--- config.mk ---
export PLATFORM = sky130hd
export DESIGN_NAME = white_pixel_third_steering_core
export DESIGN_NICKNAME = d
export VERILOG_FILES = /design/src/rtl/core/wpts_pkg.sv /design/src/rtl/core/white_pixel_third_steering_core.sv
export SDC_FILE = /design/constraint.sdc
export NUM_CORES = 1
export LEC_CHECK = 0
export ABC_AREA = 1
export BUFFER_PORTS_ARGS = -buffer_cell sky130_fd_sc_hd__buf_2
export CORE_MARGIN = 1.5
export CORE_UTILIZATION = 40
export CTS_BUF_LIST = sky130_fd_sc_hd__clkbuf_8 sky130_fd_sc_hd__clkbuf_16
export CTS_CLUSTER_DIAMETER = 100
export DETAILED_ROUTE_END_ITERATION = 10
export RECOVER_POWER = 50
export SYNTH_ARGS = -nofsm -noshare
export SYNTH_HDL_FRONTEND = slang
export SYNTH_SLANG_ARGS = --single-unit
--- constraint.sdc ---
create_clock -name clock -period 5.97 [get_ports clock]
set_input_delay 0.597 -clock clock [delete_from_list [all_inputs] [get_ports clock]]
set_output_delay 0.597 -clock clock [all_outputs]
set_load 0.02 [all_outputs]
--- src/rtl/core/wpts_pkg.sv ---
// Shared constants and types for the white pixel third steering block.
// Used by the core and by its port checker; no dependencies.
package wpts_pkg;

   localparam int COUNT_BITS_DEF  = 22;
   localparam int COLUMN_BITS_DEF = 12;

   localparam int WIDTH_REG_BITS = 13;
   localparam int WIDTH_RESET    = 640;
   localparam int CSR_DATA_BITS  = 32;
   localparam int CSR_ADDR_BITS  = 3;

   // word index of the image width register
   localparam logic CSR_IDX_IMAGE_WIDTH = 1'b0;

   localparam logic [7:0] WHITE_LEVEL = 8'hFF;

   typedef enum logic [1:0] {
      CMD_STOP    = 2'd0,
      CMD_LEFT    = 2'd1,
      CMD_FORWARD = 2'd2,
      CMD_RIGHT   = 2'd3
   } command_type;

endpackage

--- src/rtl/core/white_pixel_third_steering_core.sv ---
// Top level of the white pixel third steering block: pixel counting per
// region, steering command per frame and the image width register.
// Depends on wpts_pkg.
//
// The result item appears in the cycle after its accepted frame_end pixel.
// Throughput: one pixel item per unstalled cycle; region compare, saturating
// count and column advance all resolve between the input ports and the state
// registers. The result register holds an item under rsp_stall; input is
// stalled only while a result waits and the output side stalls.
// Reset (synchronous, active high) clears column, counters and the result
// valid, and loads the image width register with 640.
module white_pixel_third_steering_core #(
   parameter int COUNT_BITS  = wpts_pkg::COUNT_BITS_DEF,
   parameter int COLUMN_BITS = wpts_pkg::COLUMN_BITS_DEF
) (
   input  logic                                clock,
   input  logic                                reset,
   // pixel input channel
   input  logic                                req_valid,
   output logic                                req_stall,
   input  logic [7:0]                          req_red,
   input  logic [7:0]                          req_green,
   input  logic [7:0]                          req_blue,
   input  logic                                req_frame_end,
   // result channel
   output logic                                rsp_valid,
   input  logic                                rsp_stall,
   output logic [1:0]                          rsp_command,
   output logic [COUNT_BITS-1:0]               rsp_left_count,
   output logic [COUNT_BITS-1:0]               rsp_middle_count,
   output logic [COUNT_BITS-1:0]               rsp_right_count,
   // configuration port
   input  logic                                psel,
   input  logic                                penable,
   input  logic                                pwrite,
   input  logic [wpts_pkg::CSR_ADDR_BITS-1:0]  paddr,
   input  logic [wpts_pkg::CSR_DATA_BITS-1:0]  pwdata,
   output logic [wpts_pkg::CSR_DATA_BITS-1:0]  prdata,
   output logic                                pready
);

   localparam int RB = wpts_pkg::WIDTH_REG_BITS;
   // effective width spans 1 .. 2^COLUMN_BITS
   localparam int WB = COLUMN_BITS + 1;
   // wide enough for both the raw register and the clamp bound
   localparam int EB = (WB > RB) ? WB : RB;
   // divide-by-three operand (twice the width) and reciprocal scale
   localparam int NB = COLUMN_BITS + 2;
   localparam int SB = NB + 2;
   localparam int PB = NB + SB;
   localparam logic [SB-1:0] RECIP = SB'((2 ** SB) / 3 + 1);
   localparam logic [EB-1:0] WMAX  = EB'(1) << COLUMN_BITS;
   localparam int RESET_EFF = (wpts_pkg::WIDTH_RESET > (2 ** COLUMN_BITS)) ?
                              (2 ** COLUMN_BITS) : wpts_pkg::WIDTH_RESET;
   localparam logic [WB-1:0] RESET_WIDTH = WB'(RESET_EFF);
   localparam logic [WB-1:0] RESET_LEFT  = WB'(RESET_EFF / 3);
   localparam logic [WB-1:0] RESET_MID   = WB'((2 * RESET_EFF) / 3);
   localparam logic [COUNT_BITS-1:0] COUNT_MAX = '1;

   // ---------------------------------------------------------------------
   // Configuration: keep the raw value for reads, and derive the clamped
   // width and both region bounds at write time.
   // ---------------------------------------------------------------------
   logic [RB-1:0] width_raw_ff;
   logic [WB-1:0] width_eff_ff, left_lim_ff, mid_lim_ff;
   logic          csr_wr;
   logic [EB-1:0] wr_raw_ext, wr_clamp;
   logic [WB-1:0] wr_eff;
   logic [PB-1:0] left_prod, mid_prod;

   assign pready = 1'b1;
   assign csr_wr = psel && penable && pwrite && pready &&
                   (paddr[2] == wpts_pkg::CSR_IDX_IMAGE_WIDTH);

   always_comb begin
      wr_raw_ext = EB'(pwdata[RB-1:0]);
      if (wr_raw_ext == '0) begin
         wr_clamp = EB'(1);
      end else if (wr_raw_ext > WMAX) begin
         wr_clamp = WMAX;
      end else begin
         wr_clamp = wr_raw_ext;
      end
      wr_eff = wr_clamp[WB-1:0];
      // floor(x/3) as (x * RECIP) >> SB, exact for x below 2^NB
      left_prod = PB'(wr_eff) * PB'(RECIP);
      mid_prod  = PB'({wr_eff, 1'b0}) * PB'(RECIP);
   end

   always_ff @(posedge clock) begin
      if (reset) begin
         width_raw_ff <= RB'(wpts_pkg::WIDTH_RESET);
         width_eff_ff <= RESET_WIDTH;
         left_lim_ff  <= RESET_LEFT;
         mid_lim_ff   <= RESET_MID;
      end else if (csr_wr) begin
         width_raw_ff <= pwdata[RB-1:0];
         width_eff_ff <= wr_eff;
         left_lim_ff  <= left_prod[SB +: WB];
         mid_lim_ff   <= mid_prod[SB +: WB];
      end
   end

   assign prdata = wpts_pkg::CSR_DATA_BITS'(width_raw_ff);

   // ---------------------------------------------------------------------
   // Pixel path: classify, count and advance the column on each item.
   // ---------------------------------------------------------------------
   logic                   req_accept;
   logic                   is_white;
   logic [COLUMN_BITS-1:0] column_ff, column_in;
   logic [WB-1:0]          column_ext, column_plus;
   logic [COUNT_BITS-1:0]  left_ff, middle_ff, right_ff;
   logic [COUNT_BITS-1:0]  left_new, middle_new, right_new;
   logic [COUNT_BITS-1:0]  left_in, middle_in, right_in;

   // hold the input only while a finished result waits on a stalled output
   assign req_stall  = rsp_valid && rsp_stall;
   assign req_accept = req_valid && !req_stall;

   assign is_white = (req_red == wpts_pkg::WHITE_LEVEL) &&
                     (req_green == wpts_pkg::WHITE_LEVEL) &&
                     (req_blue == wpts_pkg::WHITE_LEVEL);

   always_comb begin
      column_ext  = WB'(column_ff);
      column_plus = column_ext + WB'(1);
      left_new    = left_ff;
      middle_new  = middle_ff;
      right_new   = right_ff;
      if (is_white) begin
         // a column past a lowered width falls through to the right region
         if (column_ext <= left_lim_ff) begin
            if (left_ff != COUNT_MAX) left_new = left_ff + COUNT_BITS'(1);
         end else if (column_ext <= mid_lim_ff) begin
            if (middle_ff != COUNT_MAX) middle_new = middle_ff + COUNT_BITS'(1);
         end else begin
            if (right_ff != COUNT_MAX) right_new = right_ff + COUNT_BITS'(1);
         end
      end
      // wrap at the row end, and restart the row at frame end
      if (req_frame_end || (column_plus >= width_eff_ff)) begin
         column_in = '0;
      end else begin
         column_in = column_plus[COLUMN_BITS-1:0];
      end
      // clear the counters once a frame's totals move to the result
      if (req_frame_end) begin
         left_in   = '0;
         middle_in = '0;
         right_in  = '0;
      end else begin
         left_in   = left_new;
         middle_in = middle_new;
         right_in  = right_new;
      end
   end

   always_ff @(posedge clock) begin
      if (reset) begin
         column_ff <= '0;
         left_ff   <= '0;
         middle_ff <= '0;
         right_ff  <= '0;
      end else if (req_accept) begin
         column_ff <= column_in;
         left_ff   <= left_in;
         middle_ff <= middle_in;
         right_ff  <= right_in;
      end
   end

   // ---------------------------------------------------------------------
   // Command choice: stop on an empty frame, else the first maximum in the
   // order left, middle, right.
   // ---------------------------------------------------------------------
   wpts_pkg::command_type command_in;

   always_comb begin
      if ((left_new == '0) && (middle_new == '0) && (right_new == '0)) begin
         command_in = wpts_pkg::CMD_STOP;
      end else if ((left_new >= middle_new) && (left_new >= right_new)) begin
         command_in = wpts_pkg::CMD_LEFT;
      end else if (middle_new >= right_new) begin
         command_in = wpts_pkg::CMD_FORWARD;
      end else begin
         command_in = wpts_pkg::CMD_RIGHT;
      end
   end

   // ---------------------------------------------------------------------
   // Result register: load on a frame end item, drop once taken.
   // ---------------------------------------------------------------------
   logic                  rsp_valid_ff, rsp_valid_in;
   logic                  rsp_load;
   wpts_pkg::command_type command_ff;
   logic [COUNT_BITS-1:0] left_out_ff, middle_out_ff, right_out_ff;

   assign rsp_load = req_accept && req_frame_end;

   always_comb begin
      rsp_valid_in = rsp_valid_ff;
      if (rsp_load) begin
         rsp_valid_in = 1'b1;
      end else if (rsp_valid_ff && !rsp_stall) begin
         rsp_valid_in = 1'b0;
      end
   end

   always_ff @(posedge clock) begin
      if (reset) begin
         rsp_valid_ff <= 1'b0;
      end else begin
         rsp_valid_ff <= rsp_valid_in;
      end
   end

   always_ff @(posedge clock) begin
      if (rsp_load) begin
         command_ff    <= command_in;
         left_out_ff   <= left_new;
         middle_out_ff <= middle_new;
         right_out_ff  <= right_new;
      end
   end

   assign rsp_valid        = rsp_valid_ff;
   assign rsp_command      = command_ff;
   assign rsp_left_count   = left_out_ff;
   assign rsp_middle_count = middle_out_ff;
   assign rsp_right_count  = right_out_ff;

endmodule

==> impl_metrics.ini, run 1 <==
[clocking]
numCtsBuffers = 17
cts_sinks = 186
clkTransAtPathRegs_ns = 0.08
insertion_delay_ns = 0.48
cts_tree = done
clockBufferDepth = 2
cts_root_buffer = clkbuf_16
h-tree-depth = 4
postCtsHoldBufs = 0

[routing]
antenna_left = 0
drcViolationCount = 0
wirelength_mm = 41.84
drt_first_pass_iters = 5
drtIter0Drc = 793
via_count = 13670
viasPerCell = 4.935
wl_per_cell_um = 15.10

[critical_path]
crit_path_max_fanout = 15
start_kind = flip-flop
crit_path_end_kind = flip-flop
rr_worst_depth = 24
critPathKind = reg2reg
worstPathRequired_ns = 6.18
r2r-end = rsp_command[0]
worstReg2RegStart = column_ff[8]
critPathArrivalTime_ns = 5.68
rrSetupSlack_ns = 0.50

[placed_design]
placed_cell_area_um2 = 16560
portBuffers = 128
place.gp.congestion = 0.8919
hpwl_mm = 32.81

[logic_synthesis]
yosysSeqAreaShare_pct = 28.75
synth_area_leaders = dfxtp_1, ha_1, edfxtp_1
synthDominantCellAreaShare_pct = 15.42
netlist_area_um2 = 15320
synth_edf_count = 68
yosysUniqueCellTypes = 57
ys.warnings.count = 0
postSynthCellCount = 2114
async_reset_ff_share_pct = 0
synth_seq_cells = 186
netlist_top_cells_count = nand2_1, inv_1, ha_1, nor2_1, a21oi_1
yosysMostFrequentCell = nand2_1
postSynthAreaPerCell_um2 = 7.246
yosys.area.top_type = dfxtp_1
ys.flop_type = dfxtp_1

[pwr]
power_density_nw_per_um2 = 219.4
finalPower_uw = 3727
p_leak_uw = 0.008100
ir_drop_v = 0.0002199

[global_route]
grt_max_degree = 92
overflow = 0
antenna_found_initial = 0
grt_use_total_pct = 22.04
grt_pass1_vias = 13240
grt_pass1_wl_mm = 67.75

[timing]
finalMaxSlewViolations = 235
fin_crit_sh_pct = 91.65
fin_setup_tns_ns = 0
worstMarginPinSlew_ns = 4.669
setup_viol = 0
fmax_mhz = 182.8
grt_setup_unrepaired = false
skew_ns = 0.02208
relSlewSlack_pct = -211.3
finalHoldViolCount = 0
fin_crit_ns = 5.472

[final_layout]
drive_above_1_share_pct = 7.481
fillerInstances = 3931
area_growth_pct = 10.87
finalInstanceArea_um2 = 16980
fin_nets = 2537
n_antenna_cell = 0

[die]
die-area_um2 = 39480
die_w_um = 198.7
placeableCoreArea_um2 = 37670
start_util_pct = 40.67
rows = 71
ios = 170
die_h_um = 198.7

[hold_path]
hp-start = reset
hp-class = in2reg
whs_endpoint = width_raw_ff[11]
hold_path_depth = 2

[job]
cap_violations = 3

[status]
outcome = complete, but fails checks
violations = max-capacitance violations, max-slew violations
==> critical path: stages, from the launching register on <==
cell,delay [ns]
dfxtp_1,0.49
ha_1,0.29
nand2_1,0.07
clkinv_1,0.06
nand2_1,0.10
nor2_1,0.10
nand2_2,0.08
nand3_1,0.34
nand3_1,0.63
clkinvlp_2,0.74
nand3_1,0.28
xor2_1,0.32
inv_1,0.13
ha_1,0.31
nand2_1,0.07
nor2_1,0.17
o21ai_0,0.11
o211ai_1,0.10
nand2_1,0.07
a31oi_1,0.22
o21bai_1,0.09
a21oi_1,0.14
nor3_1,0.07
nor2_1,0.11
nor2_1,0.07
==> worst max-delay path by stage <==
stage	cells after the start	to	from
finish	24	rsp_command[0]	column_ff[8]
global route	28	mid_lim_ff[10]	pwdata[7]
CTS	28	mid_lim_ff[10]	pwdata[7]
detailed placement	27	mid_lim_ff[7]	pwdata[7]
global placement	26	mid_lim_ff[11]	pwdata[7]
floorplan	24	mid_lim_ff[7]	pwdata[8]
==> stage by stage <==
stage	setup WS, ns	std cells	utilization, %	hold WS (ns)
4_1_cts	0.5223	2770	45.58	0.3273
3_3_place_gp	0.07824	2738	43.95	0.4472
3_5_place_dp	0.03693	2738	43.95	0.4588
5_1_grt	0.04439	2770	45.09	0.4135
2_1_floorplan	0.6504	2133	-	0.4353
6_report	0.4985	2770	45.09	0.3814
==> kinds of logic (layout without fill, tap and decap cells) <==
kind of cell	Yosys count	after routing	synth area share (%)
and+or+nand+nor	970	970	28.11
xor gates and xnor gates	20	20	1.193
AOI/OAI and AO/OA	272	272	9.663
other	2	21	0.04903
DFF	186	186	28.75
buffers and inverters	440	566	11.78
adders and majority gates	224	224	20.45
==> power by group <==
part / internal, uW / total, uW / switching [uW] / leakage [uW]
Sequential: 1340 / 1350 / 10.7 / 0.00158
Combinational: 418 / 1170 / 757 / 0.00622
Clock: 602 / 1200 / 601 / 0.000300
==> placed cells by master, fill, tap and decap left out, drive strengths merged, types with 2 or more instances in the layout <==
cell      n
nor4      7
nor3b     2
nor2    194
clkinv   13
a211oi   12
nand3b    7
o211ai    8
inv     369
and3      3
o21a      4
fa       44
nand3   110
a31oi     2
a21o      3
o21ai    60
conb     21
ha      180
a21oi   170
xnor2     4
buf      75
nand2   549
dfxtp   118
o21bai    6
nand4    60
clkbuf  107
xor2     16
edfxtp   68
o221ai    3
or2       6
nor3     29
==> flip-flops by register name, summed over array words and instances, names as in the netlist <==
name              flops
left_ff              22
middle_ff            22
right_ff             22
rsp_left_count       22
rsp_middle_count     22
rsp_right_count      22
mid_lim_ff           13
width_eff_ff         13
width_raw_ff         13
column_ff            12
rsp_command           2
rsp_valid             1
==> layer usage <==
| layer | GRT usage, % | routed length [um] | up-vias |
|---|---|---|---|
| li1 | - | - | 7065 |
| met1 | 27.08 | 18650 | 6232 |
| met2 | 38.79 | 20360 | 299 |
| met3 | 2.747 | 1450 | 73 |
| met4 | 9.175 | 1384 | 0 |
| met5 | 0 | 0 | - |
==> area by class of cell <==
type | count | area, um2 | area share [%]
Sequential cell | 186 | 4404 | 25.93
Inverter | 369 | 1394 | 8.207
Clock buffer | 17 | 425.4 | 2.505
Multi-Input combinational cell | 1507 | 9141 | 53.82
Clock inverter | 15 | 187.7 | 1.105
Tap cell | 511 | 639.4 | 3.765
Timing Repair Buffer | 165 | 792.0 | 4.663
==> what timing repair did <==
item / CTS / global route
endpoints found under the setup margin: 0 / 1
setup buffers: 0 / 0
resized for setup: 0 / 1
Note: power is estimated with default switching activity, not from simulation.
==> inputs of run 2 (changes only) <==
CELL_PAD_IN_SITES_DETAIL_PLACEMENT = 1   (was unset)
CELL_PAD_IN_SITES_GLOBAL_PLACEMENT = 1   (was unset)
PLACE_DENSITY_LB_ADDON = 0.1   (was unset)
==> impl_metrics.ini, run 2 (synthesis gave the netlist of run 1 again) <==
[critical_path]
r2r-end = rsp_command[0]
path_common_cell = inv_1
cp.buffers_inverters = 7
crit_path_max_fanout = 6
crit_path_end_kind = flip-flop
start_kind = input port
critPathArrivalTime_ns = 5.82
critPathKind = in2reg
critPathMaxStageDelay_ns = 0.60
worstReg2RegStart = mid_lim_ff[10]
rr_worst_depth = 23
critPathSlowestCell = fa_1
crit_family = adder cells
worstPathRequired_ns = 6.33
rrSetupSlack_ns = 1.13

[final_layout]
fillerInstances = 4952
finalInstanceArea_um2 = 16900
n_antenna_cell = 0
post-route-util_pct = 44.88
drive_above_1_share_pct = 7.356
mostFrequentLayoutCell = nand2_1
fin_nets = 2521
instances_no_fill = 2754
area_growth_pct = 10.35
final_cell_mix = nand2_1, inv_1, ha_1

[routing]
viasPerCell = 5.110
drcViolationCount = 0
via_count = 14070
antenna_left = 0
drtIter0Drc = 493
wl_per_cell_um = 17.16
wirelength_mm = 47.27
drt_first_pass_iters = 8

[pwr]
p_leak_uw = 0.008047
ir_drop_v = 0.0002160
power_density_nw_per_um2 = 214.8

[clocking]
cts-resized-gates = 0
cts_tree = done
clkTransAtPathRegs_ns = 0.08
h-tree-depth = 4
clockBufferDepth = 2
insertion_delay_ns = 0.46
cts_setup_buffers = 0
postCtsHoldBufs = 0
numCtsBuffers = 17
cts_root_buffer = clkbuf_16
cts_sinks = 186

[hold_path]
hp-class = in2reg
hold_path_depth = 3
hp-start = pwdata[8]
whs_endpoint = width_raw_ff[8]

[die]
die_h_um = 198.7
die-area_um2 = 39480
start_util_pct = 40.67
placeableCoreArea_um2 = 37670
die_w_um = 198.7
rows = 71
ios = 170

[placed_design]
hpwl_mm = 37.70
placed_cell_area_um2 = 16440
place_ws_ns = 0.1201
portBuffers = 128
dp.cells = 2722
place.gp.congestion = 0.8778

[timing]
setup_viol = 0
skew_ns = 0.01451
fin_crit_sh_pct = 91.39
fin_ws_ns = 0.5140
relSlewSlack_pct = -152.6
finalHoldViolCount = 0
fin_crit_ns = 5.456
worstMarginPinSlew_ns = 3.789
fin_setup_tns_ns = 0
finalMaxSlewViolations = 120
grt_setup_unrepaired = false
fmax_mhz = 183.3

[global_route]
overflow = 0
grt_pass1_wl_mm = 76.16
grt_use_total_pct = 24.87
grt_max_degree = 82
grt_pass1_vias = 14670
antenna_found_initial = 0

[status]
violations = max-capacitance violations, max-slew violations
outcome = complete, but fails checks

[job]
cap_violations = 2
run 2: cell count changes in the layout (fill, tap and decap cells not counted), moves of 2 or more:
cell / delta
nand3_1: -3
nand2_1: -3
nand3_4: +3
clkinv_4: +3
buf_4: -11
inv_1: -2
inv_8: +3
inv_2: +2
clkinv_8: -4
clkbuf_1: -4
inv_6: -2
nand2_2: +2
run 2: per-stage QoR:
stage	hold WS (ns)	power (uW)
after floorplan	0.4353	2173
after global placement	0.4487	2470
after detailed placement	0.4602	2497
after CTS	0.3930	3674
after global routing	0.4203	3859
final	0.4049	3630
run 2: where the power goes:
part,switching [uW],internal [uW],leakage [uW]
Clock,595,579,0.000295
Combinational,741,364,0.00617
Sequential,10.4,1340,0.00158
run 2: tightest hold or removal path: stages:
cell and delay (ns):
buf_2 0.10, nor2_1 0.05, nor2_1 0.09
run 2: how the worst max path moves through the flow:
stage / startpoint / endpoint / slack [ns] / depth (start not counted)
floorplan: pwdata[8] / mid_lim_ff[7] / 0.65 / 24
global placement: pwdata[8] / mid_lim_ff[10] / 0.17 / 26
detailed placement: pwdata[6] / mid_lim_ff[12] / 0.12 / 27
CTS: pwdata[8] / mid_lim_ff[10] / 0.57 / 26
global route: pwdata[6] / mid_lim_ff[10] / 0.08 / 28
finish: pwdata[8] / mid_lim_ff[10] / 0.51 / 26
run 2: final cells by class:
cell class | count | area (um2) | share of cell area (%)
clock inverters | 14 | 133.9 | 0.7920
flip-flops and latches | 186 | 4404 | 26.05
repair buffers | 149 | 689.4 | 4.078
well taps | 511 | 639.4 | 3.782
clock buffers | 18 | 450.4 | 2.665
inverters | 369 | 1398 | 8.268
multi-input cells | 1507 | 9189 | 54.36
run 2: per-layer routing:
layer	global-route usage (%)	wire length (um)	vias up
met4	8.782	1433	0
met5	0	0	-
met3	2.526	937	70
li1	-	-	7015
met1	29.34	20500	6798
met2	46.44	24410	190
